$ cat config.mk
export PLATFORM = sky130hd
export DESIGN_NAME = gauge_stepper_microstep_sequencer_top
export DESIGN_NICKNAME = d
export VERILOG_FILES = /design/src/gsms_pkg.sv /design/src/gauge_stepper_microstep_sequencer_top.sv
export VERILOG_INCLUDE_DIRS = /design/src /design/src/src
export SDC_FILE = /design/constraint.sdc
export NUM_CORES = 1
export LEC_CHECK = 0
export BUFFER_PORTS_ARGS = -buffer_cell sky130_fd_sc_hd__buf_2
export CAP_MARGIN = 20
export CORE_MARGIN = 2
export CORE_UTILIZATION = 40
export CTS_CLUSTER_SIZE = 8
export DETAILED_ROUTE_END_ITERATION = 10
export PLACE_DENSITY_LB_ADDON = 0.25
export SLEW_MARGIN = 15
export SYNTH_ARGS = -nofsm -noshare
export SYNTH_HDL_FRONTEND = slang
export SYNTH_SLANG_ARGS = --single-unit
$ cat constraint.sdc
create_clock -name clk -period 5.2 [get_ports clk]
set_input_delay 0.26 -clock clk [delete_from_list [all_inputs] [get_ports clk]]
set_output_delay 0.26 -clock clk [all_outputs]
set_load 0.01 [all_outputs]
$ cat src/gauge_stepper_microstep_sequencer_top_defines.svh
// Assertion macros for the gauge stepper microstep sequencer.
// Used by gauge_stepper_microstep_sequencer_top; needs signals clk and rst_n in scope.
`ifndef GAUGE_STEPPER_MICROSTEP_SEQUENCER_TOP_DEFINES_SVH
`define GAUGE_STEPPER_MICROSTEP_SEQUENCER_TOP_DEFINES_SVH

`ifndef SYNTHESIS
`define GSMS_ASSERT(lbl, prop) \
    lbl: assert property (@(posedge clk) disable iff (!rst_n) (prop)) \
        else $error("gsms assertion failed");
`define GSMS_ASSERT_NEXT(lbl, ante, cons) \
    lbl: assert property (@(posedge clk) disable iff (!rst_n) (ante) |=> (cons)) \
        else $error("gsms assertion failed");
`else
`define GSMS_ASSERT(lbl, prop)
`define GSMS_ASSERT_NEXT(lbl, ante, cons)
`endif

`endif

$ cat src/gsms_pkg.sv
// Shared constants for the gauge stepper microstep sequencer.
// No dependencies; used by gauge_stepper_microstep_sequencer_top.
`default_nettype none

package gsms_pkg;

    // Configuration register indexes.
    localparam int unsigned CFG_IDX_W = 2;
    typedef logic [CFG_IDX_W-1:0] cfg_index_t;

    localparam cfg_index_t CFG_ZERO_OFFSET  = 2'd0;
    localparam cfg_index_t CFG_MAX_POSITION = 2'd1;
    localparam cfg_index_t CFG_EXTRA_STEPS  = 2'd2;

    // Step size in start-up mode.
    localparam int unsigned JUMP_STEPS = 4;

    // Field widths.
    localparam int unsigned POS_W    = 16;
    localparam int unsigned PERIOD_W = 15;
    localparam int unsigned EXTRA_W  = 8;
    localparam int unsigned INDEX_W  = 7;
    localparam int unsigned COUNT_W  = 16;

    typedef logic signed [POS_W-1:0] pos_t;

endpackage

`default_nettype wire

$ cat src/gauge_stepper_microstep_sequencer_top.sv
// Top level of the gauge stepper microstep sequencer: input register, step logic, result register.
// Depends on gsms_pkg and gauge_stepper_microstep_sequencer_top_defines.svh.
`default_nettype none
`include "gauge_stepper_microstep_sequencer_top_defines.svh"

// Usage
// Each input word is one timer tick for one gauge motor: target position, step period,
// move enable and start-up flag. Each tick yields exactly one result word carrying the
// microstep index, a stepped flag, the needle position, the step count and an on-target flag.
// Both channels use valid and stall; a word moves at a clock edge where valid is high
// and stall is low.
// A tick lands in the input register; as it moves on, the step logic updates the motor
// state and loads the result register.
// Throughput is one tick per cycle while the receiver does not stall. The motor state is
// only a handful of registers and the compare, decrement and add between them are
// combinational, so consecutive ticks follow each other without a gap.
// When the receiver stalls, the result register holds its word and the input register
// still takes one more tick; the input side stalls only while both registers are full.
// Configuration is written through cfg_we, cfg_index and cfg_data while the block is idle.
// Reset (rst_n low, asynchronous) empties both registers, puts the needle at zero, the
// microstep index at minus one, and clears the countdown and the step counter. The
// configuration returns to zero offset 0, maximum 32767 and no extra steps.
module gauge_stepper_microstep_sequencer_top #(
    parameter int unsigned TABLE_SIZE = 64
) (
    input  wire logic                                 clk,
    input  wire logic                                 rst_n,

    input  wire logic                                 in_valid,
    output logic                                      in_stall,
    input  wire logic signed [gsms_pkg::POS_W-1:0]    target_position,
    input  wire logic        [gsms_pkg::PERIOD_W-1:0] step_period,
    input  wire logic                                 move_enable,
    input  wire logic                                 startup_mode,

    output logic                                      out_valid,
    input  wire logic                                 out_stall,
    output logic signed [gsms_pkg::INDEX_W-1:0]       microstep_index,
    output logic                                      stepped,
    output logic signed [gsms_pkg::POS_W-1:0]         needle_position,
    output logic        [gsms_pkg::COUNT_W-1:0]       steps_taken,
    output logic                                      at_target,

    input  wire logic                                 cfg_we,
    input  wire gsms_pkg::cfg_index_t                 cfg_index,
    input  wire logic        [gsms_pkg::POS_W-1:0]    cfg_data
);

    // The stored index spans -1 to TABLE_SIZE-1; the sum needs room for a jump past the top.
    localparam int unsigned PH_W = $clog2(TABLE_SIZE) + 1;
    localparam int unsigned PS_W = PH_W + 1;
    localparam int unsigned SUM_W = gsms_pkg::POS_W + 2;
    localparam int unsigned LIM_W = gsms_pkg::POS_W + 1;

    localparam logic signed [PS_W-1:0] TS_S      = PS_W'(TABLE_SIZE);
    localparam logic signed [PS_W-1:0] WRAP_ONE  = PS_W'(TABLE_SIZE - 1);
    localparam logic signed [PS_W-1:0] WRAP_JUMP = PS_W'(TABLE_SIZE - gsms_pkg::JUMP_STEPS + 1);
    localparam logic signed [LIM_W-1:0] POS_MAX  = LIM_W'(32767);

    // Configuration registers.
    gsms_pkg::pos_t                   zero_offset_reg;
    gsms_pkg::pos_t                   max_position_reg;
    logic [gsms_pkg::EXTRA_W-1:0]     extra_steps_reg;

    // Input register.
    logic                             in_full_reg;
    gsms_pkg::pos_t                   tgt_reg;
    logic [gsms_pkg::PERIOD_W-1:0]    period_reg;
    logic                             enable_reg;
    logic                             jump_reg;

    // Motor state.
    gsms_pkg::pos_t                   pos_reg;
    gsms_pkg::pos_t                   pos_next;
    logic signed [PH_W-1:0]           phase_reg;
    logic signed [PH_W-1:0]           phase_next;
    logic [gsms_pkg::PERIOD_W-1:0]    cnt_reg;
    logic [gsms_pkg::PERIOD_W-1:0]    cnt_next;
    logic [gsms_pkg::COUNT_W-1:0]     step_count_reg;
    logic [gsms_pkg::COUNT_W-1:0]     step_count_next;

    // Result register.
    logic                             out_valid_reg;
    logic signed [gsms_pkg::INDEX_W-1:0] index_reg;
    logic                             stepped_reg;
    gsms_pkg::pos_t                   needle_reg;
    logic [gsms_pkg::COUNT_W-1:0]     steps_reg;
    logic                             at_target_reg;

    logic                             load_out;
    logic                             in_accept;
    logic                             moving;
    logic                             expire;
    logic signed [3:0]                amount;
    logic signed [gsms_pkg::EXTRA_W:0] extra_s;
    logic signed [LIM_W-1:0]          lim_sum;
    gsms_pkg::pos_t                   limit;
    logic signed [SUM_W-1:0]          pos_up;
    logic signed [SUM_W-1:0]          pos_down;
    logic signed [PS_W-1:0]           ph_up;
    logic signed [PS_W-1:0]           ph_down;

    // Handshake: the result register takes a word when empty or when its word leaves.
    assign load_out  = in_full_reg && (!out_valid_reg || !out_stall);
    assign in_stall  = in_full_reg && !load_out;
    assign in_accept = in_valid && !in_stall;

    // Configuration writes.
    always_ff @(posedge clk or negedge rst_n)
    begin
        if (!rst_n)
        begin
            zero_offset_reg  <= '0;
            max_position_reg <= 16'sh7FFF;
            extra_steps_reg  <= '0;
        end
        else if (cfg_we)
        begin
            unique case (cfg_index)
                gsms_pkg::CFG_ZERO_OFFSET:  zero_offset_reg  <= cfg_data;
                gsms_pkg::CFG_MAX_POSITION: max_position_reg <= cfg_data;
                gsms_pkg::CFG_EXTRA_STEPS:  extra_steps_reg  <= cfg_data[gsms_pkg::EXTRA_W-1:0];
                default: ;
            endcase
        end
    end

    // Step logic.
    always_comb
    begin
        moving = enable_reg && (tgt_reg != pos_reg);
        // The countdown is decremented first; it expires when that leaves it at zero or below.
        expire = moving && (cnt_reg <= gsms_pkg::PERIOD_W'(1));
        amount = jump_reg ? 4'sd4 : 4'sd1;

        extra_s = {1'b0, extra_steps_reg};
        lim_sum = LIM_W'(max_position_reg) + LIM_W'(extra_s);
        limit   = (lim_sum > POS_MAX) ? 16'sh7FFF : lim_sum[gsms_pkg::POS_W-1:0];

        pos_up   = SUM_W'(pos_reg) + SUM_W'(amount);
        pos_down = SUM_W'(pos_reg) - SUM_W'(amount);
        ph_up    = PS_W'(phase_reg) + PS_W'(amount);
        ph_down  = PS_W'(phase_reg) - PS_W'(amount);

        pos_next        = pos_reg;
        phase_next      = phase_reg;
        step_count_next = step_count_reg;
        cnt_next        = cnt_reg;

        if (moving)
        begin
            cnt_next = cnt_reg - gsms_pkg::PERIOD_W'(1);
        end

        if (expire)
        begin
            cnt_next        = period_reg;
            step_count_next = step_count_reg + gsms_pkg::COUNT_W'(1);
            if (tgt_reg > pos_reg)
            begin
                // Clockwise: wrap the index to zero, clamp at the top limit.
                phase_next = (ph_up >= TS_S) ? '0 : ph_up[PH_W-1:0];
                pos_next   = (pos_up > SUM_W'(limit)) ? limit : pos_up[gsms_pkg::POS_W-1:0];
            end
            else
            begin
                // Counter-clockwise: a negative index wraps near the top of the table.
                if (ph_down < PS_W'(0))
                    phase_next = jump_reg ? WRAP_JUMP[PH_W-1:0] : WRAP_ONE[PH_W-1:0];
                else
                    phase_next = ph_down[PH_W-1:0];
                pos_next = (pos_down < SUM_W'(zero_offset_reg)) ? zero_offset_reg
                                                                : pos_down[gsms_pkg::POS_W-1:0];
            end
        end
    end

    // Input register.
    always_ff @(posedge clk or negedge rst_n)
    begin
        if (!rst_n)
        begin
            in_full_reg <= 1'b0;
        end
        else if (in_accept)
        begin
            in_full_reg <= 1'b1;
        end
        else if (load_out)
        begin
            in_full_reg <= 1'b0;
        end
    end

    always_ff @(posedge clk)
    begin
        if (in_accept)
        begin
            tgt_reg    <= target_position;
            period_reg <= step_period;
            enable_reg <= move_enable;
            jump_reg   <= startup_mode;
        end
    end

    // Motor state advances once per tick, as the tick moves into the result register.
    always_ff @(posedge clk or negedge rst_n)
    begin
        if (!rst_n)
        begin
            pos_reg        <= '0;
            phase_reg      <= '1;
            cnt_reg        <= '0;
            step_count_reg <= '0;
        end
        else if (load_out)
        begin
            pos_reg        <= pos_next;
            phase_reg      <= phase_next;
            cnt_reg        <= cnt_next;
            step_count_reg <= step_count_next;
        end
    end

    // Result register.
    always_ff @(posedge clk or negedge rst_n)
    begin
        if (!rst_n)
        begin
            out_valid_reg <= 1'b0;
        end
        else if (load_out)
        begin
            out_valid_reg <= 1'b1;
        end
        else if (!out_stall)
        begin
            out_valid_reg <= 1'b0;
        end
    end

    always_ff @(posedge clk)
    begin
        if (load_out)
        begin
            index_reg     <= gsms_pkg::INDEX_W'(phase_next);
            stepped_reg   <= expire;
            needle_reg    <= pos_next;
            steps_reg     <= step_count_next;
            at_target_reg <= (pos_next == tgt_reg);
        end
    end

    assign out_valid       = out_valid_reg;
    assign microstep_index = index_reg;
    assign stepped         = stepped_reg;
    assign needle_position = needle_reg;
    assign steps_taken     = steps_reg;
    assign at_target       = at_target_reg;

    // The input side stalls only while a tick is waiting in the input register.
    `GSMS_ASSERT(a_stall_needs_full, !in_stall || in_full_reg)
    // A step reloads the countdown from the tick's period.
    `GSMS_ASSERT_NEXT(a_reload_on_step, load_out && expire, cnt_reg == $past(period_reg))
    // The step counter grows by exactly the stepped flag of each loaded word.
    `GSMS_ASSERT_NEXT(a_count_tracks_step, load_out,
        step_count_reg == $past(step_count_reg) + gsms_pkg::COUNT_W'($past(expire)))
    // A word that has no step leaves the needle where it was.
    `GSMS_ASSERT_NEXT(a_hold_without_step, load_out && !expire, pos_reg == $past(pos_reg))

endmodule

`default_nettype wire
==> metrics.md <==
| Metric | Value |
|---|---|
| R2r startpoint | max_position_reg[0] |
| Initial antenna violation count | 0 |
| Initial DRC count | 1093 |
| CP startpoint | max_position_reg[0] |
| Critical path, cell by cell | ha_1, inv_1, fa_1, nor2b_2, o31a_1, buf_4, o21ai_0, xor2_1, nand2b_1, inv_1, ha_1, and3_1, nand4_1, a21oi_2, o31ai_4, buf_4, clkbuf_16, or3_1, nand3_1, o2111ai_1, nor4_2, a311oi_1, a211oi_1 |
| CTS tree | built |
| Fillers | 2663 |
| CP Capture Type | flop |
| Mapped Area | 0.01130 mm2 |
| Ys async rst share | 56.47% |
| Most frequent cell after synthesis | nand2_1 |
| First-pass DRT Iterations | 5 |
| Overflow after GRT | 0 |
| DRT met1 WL | 15470 um |
| Critical path's top delay family | simple AND/OR/NAND/NOR gates |
| Clock H-tree levels | 4 |
| Layout cell share with drive strength beyond 1 | 22.56% |
| Final Hold Viols | 0 |
| Yosys Warn Count | 0 |
| Final setup viols | 0 |
| Crit path DAT | 5.26 ns |
| Max FO, Critical Path | 15 |
| Clk sinks | 170 |
| Met2 wire len | 14620 um |
| Hold_ws | 0.02106 ns |
| CP required | 5.49 ns |
| Fin Clk Skew | 0.01696 ns |
| Register area | 0.004652 mm2 |
| Slowest-stage cell, CP | dfstp_2 |
| Row cnt | 61 |
| Number of global-route vias before repair | 8787 |
| Full die area | 0.02962 mm2 |
| Finished Core Util | 48.75% |
| Syn Nets | 1287 |
| Number of synthesized flops with an enable pin | 74 |
| Die Wd | 172.1 um |
| Area Growth Syn to Fin | 19.82% |
| GP Congestion | 1.021 |
| Max Root-Sink Buffers | 2 |
| Clk_lat worst skew | 0.45 ns |
| PwrDens | 709.1 mW/mm2 |
| Core Area | 0.02778 mm2 |
| First-pass GRT wire length | 50360 um |
| Primary FF master, synth | edfxtp_1 |
| I/O pin cnt | 99 |
| Syn Inst Count | 1158 |
| # placed instances | 1627 |
| Fin cells | 1699 |
| Worst path bufs/invs | 5 |
| Actual slew at the worst max-slew pin | 0.9536 ns |
| Pins over their slew limit | 0 |
| Min Tclk post-route | 4.970 ns |
| P_leak | 5.838 nW |
| Hold_sp | in_valid |
| Max-Cap Viols | 0 |
| Yosys top cell by area | edfxtp_1 |
| HP Class | input port to flop |
| Clk root buf | clkbuf_16 |
| CP Class | flop to flop |
| Vias per inst | 5.639 |
| CTS buffer count | 17 |
| Antenna cells | 0 |
| Met3 wire length | 2177 um |
| Port Buffer Count | 98 |
| Peak Freq | 201.2 MHz |
| Register area share after synthesis | 41.16% |
| Final Cycle Share | 95.57% |
| Yosys top cell area share | 19.66% |
| Synth cell types | 79 |
| Relative slew slack | 36.43% |
| Die Height | 172.1 um |
| Synth top area cells | edfxtp_1, dfrtp_1, ha_1 |
| VDD IR max | 0.6104 mV |
| Max incr delay on CP | 0.53 ns |
| Area of the multi-input gates | 0.006238 mm2 |
| Drt wl/cell | 19.25 um |
| Largest net degree at the start of global routing | 80 |
| Top Layer Used | met4 |
| Routed Antenna Nets | 0 |
| Overall Power | 9.605 mW |
| Clk pin slew, worst setup/hold paths | 0.09 ns |
| Routed via count | 9581 |
| Synth Register Bits | 170 |
| DRC violations left | 0 |
| Drt total wl | 32710 um |
| DP HPWL | 24340 um |
| GRT Resource Usage Total | 22.25% |
| CP startpoint kind | flop |
| Synth cell count leaders | nand2_1, o21ai_0, inv_1, dfrtp_1, edfxtp_1 |
| Status | complete, no violations |
| Nets | 1437 |
| Initial Utilization | 40.69% |
| Synthesized area per cell | 9.761 um2 |
==> routing by layer <==
| layer | vias to the layer above | global-route usage (%) |
|---|---|---|
| met5 | - | 0 |
| met4 | 0 | 5.115 |
| met3 | 35 | 3.136 |
| met2 | 366 | 34.03 |
| met1 | 4682 | 33.28 |
| li1 | 4498 | - |
==> metrics by stage <==
| stage | setup WS (ns) | setup TNS, ns | instance area, um2 |
|---|---|---|---|
| 6_report | 0.2304 | 0 | 13540 |
| 5_1_grt | -0.01810 | -0.01810 | 13540 |
| 4_1_cts | 0.005719 | 0 | 13410 |
| 3_5_place_dp | -0.03640 | -0.03640 | 12450 |
| 3_3_place_gp | 0.1013 | 0 | 12450 |
| 2_1_floorplan | 0.5122 | 0 | 11300 |
==> repair_timing <==
action                     in CTS  in global routing
hold endpoints to repair       57                  1
cloned                          0                  1
setup buffers                   0                  6
gates resized for setup         1                 13
hold buffers                   32                  1
pin swaps                       0                  5
setup endpoints to repair       1                 21
==> power by group <==
part	internal [mW]	switching [mW]	total, mW
Combinational	2.73	3.58	6.31
Sequential	1.68	0.249	1.93
Clock	0.668	0.699	1.37
Total	5.08	4.52	9.60
==> area by class of cell <==
class | instances | share of cell area [%]
timing repair buffer | 185 | 9.293
inverter | 78 | 2.162
multi-input combinational | 856 | 46.06
clock inverter | 15 | 1.506
sequential | 170 | 34.35
clock buffer | 17 | 3.141
tap | 378 | 3.492
==> worst paths after layout <==
kind | to | slack, ns | cells past startpoint
setup reg to reg | at_target | 0.23 | 23
setup / recovery | at_target | 0.23 | 23
min in group asynchronous | extra_steps_reg[6] | 0.37 | 2
hold / removal | in_full_reg | 0.02 | 2
hold reg to reg | cnt_reg[0] | 0.48 | 2
max in group asynchronous | step_count_reg[14] | 3.69 | 3
==> layout by cell type (no fill, tap or decap), types with 8 or more instances in the layout <==
cell type      instances
mux2i_1               23
nand2_1              107
nand4_1               20
a21o_1                 9
and3_1                13
buf_2                 97
o211ai_1              11
dlygate4sd3_1         33
nor3_1                15
nand2b_1              14
nor2_1                60
o21ai_0               86
nor4_1                13
or3_1                 10
xor2_1                32
inv_1                 75
a211oi_1              12
mux2_2                54
buf_4                 53
ha_1                  72
nand3_1               28
a22oi_1                9
clkbuf_16             18
nor2b_1                9
xnor2_1               72
a21oi_1               58
dfstp_2               22
dfrtp_1               74
and4_1                 8
edfxtp_1              74
==> kinds of logic after synthesis <==
| group | Yosys count | synth area share, % |
|---|---|---|
| and+or+nand+nor | 325 | 14.43 |
| DFF | 170 | 41.16 |
| buffers and inverters | 132 | 4.505 |
| AOI/OAI and AO/OA | 270 | 15.52 |
| muxes | 81 | 7.815 |
| xor gates and xnor gates | 107 | 8.424 |
| adders and majority gates | 73 | 8.147 |
Note: power is estimated with default switching activity, not from simulation.
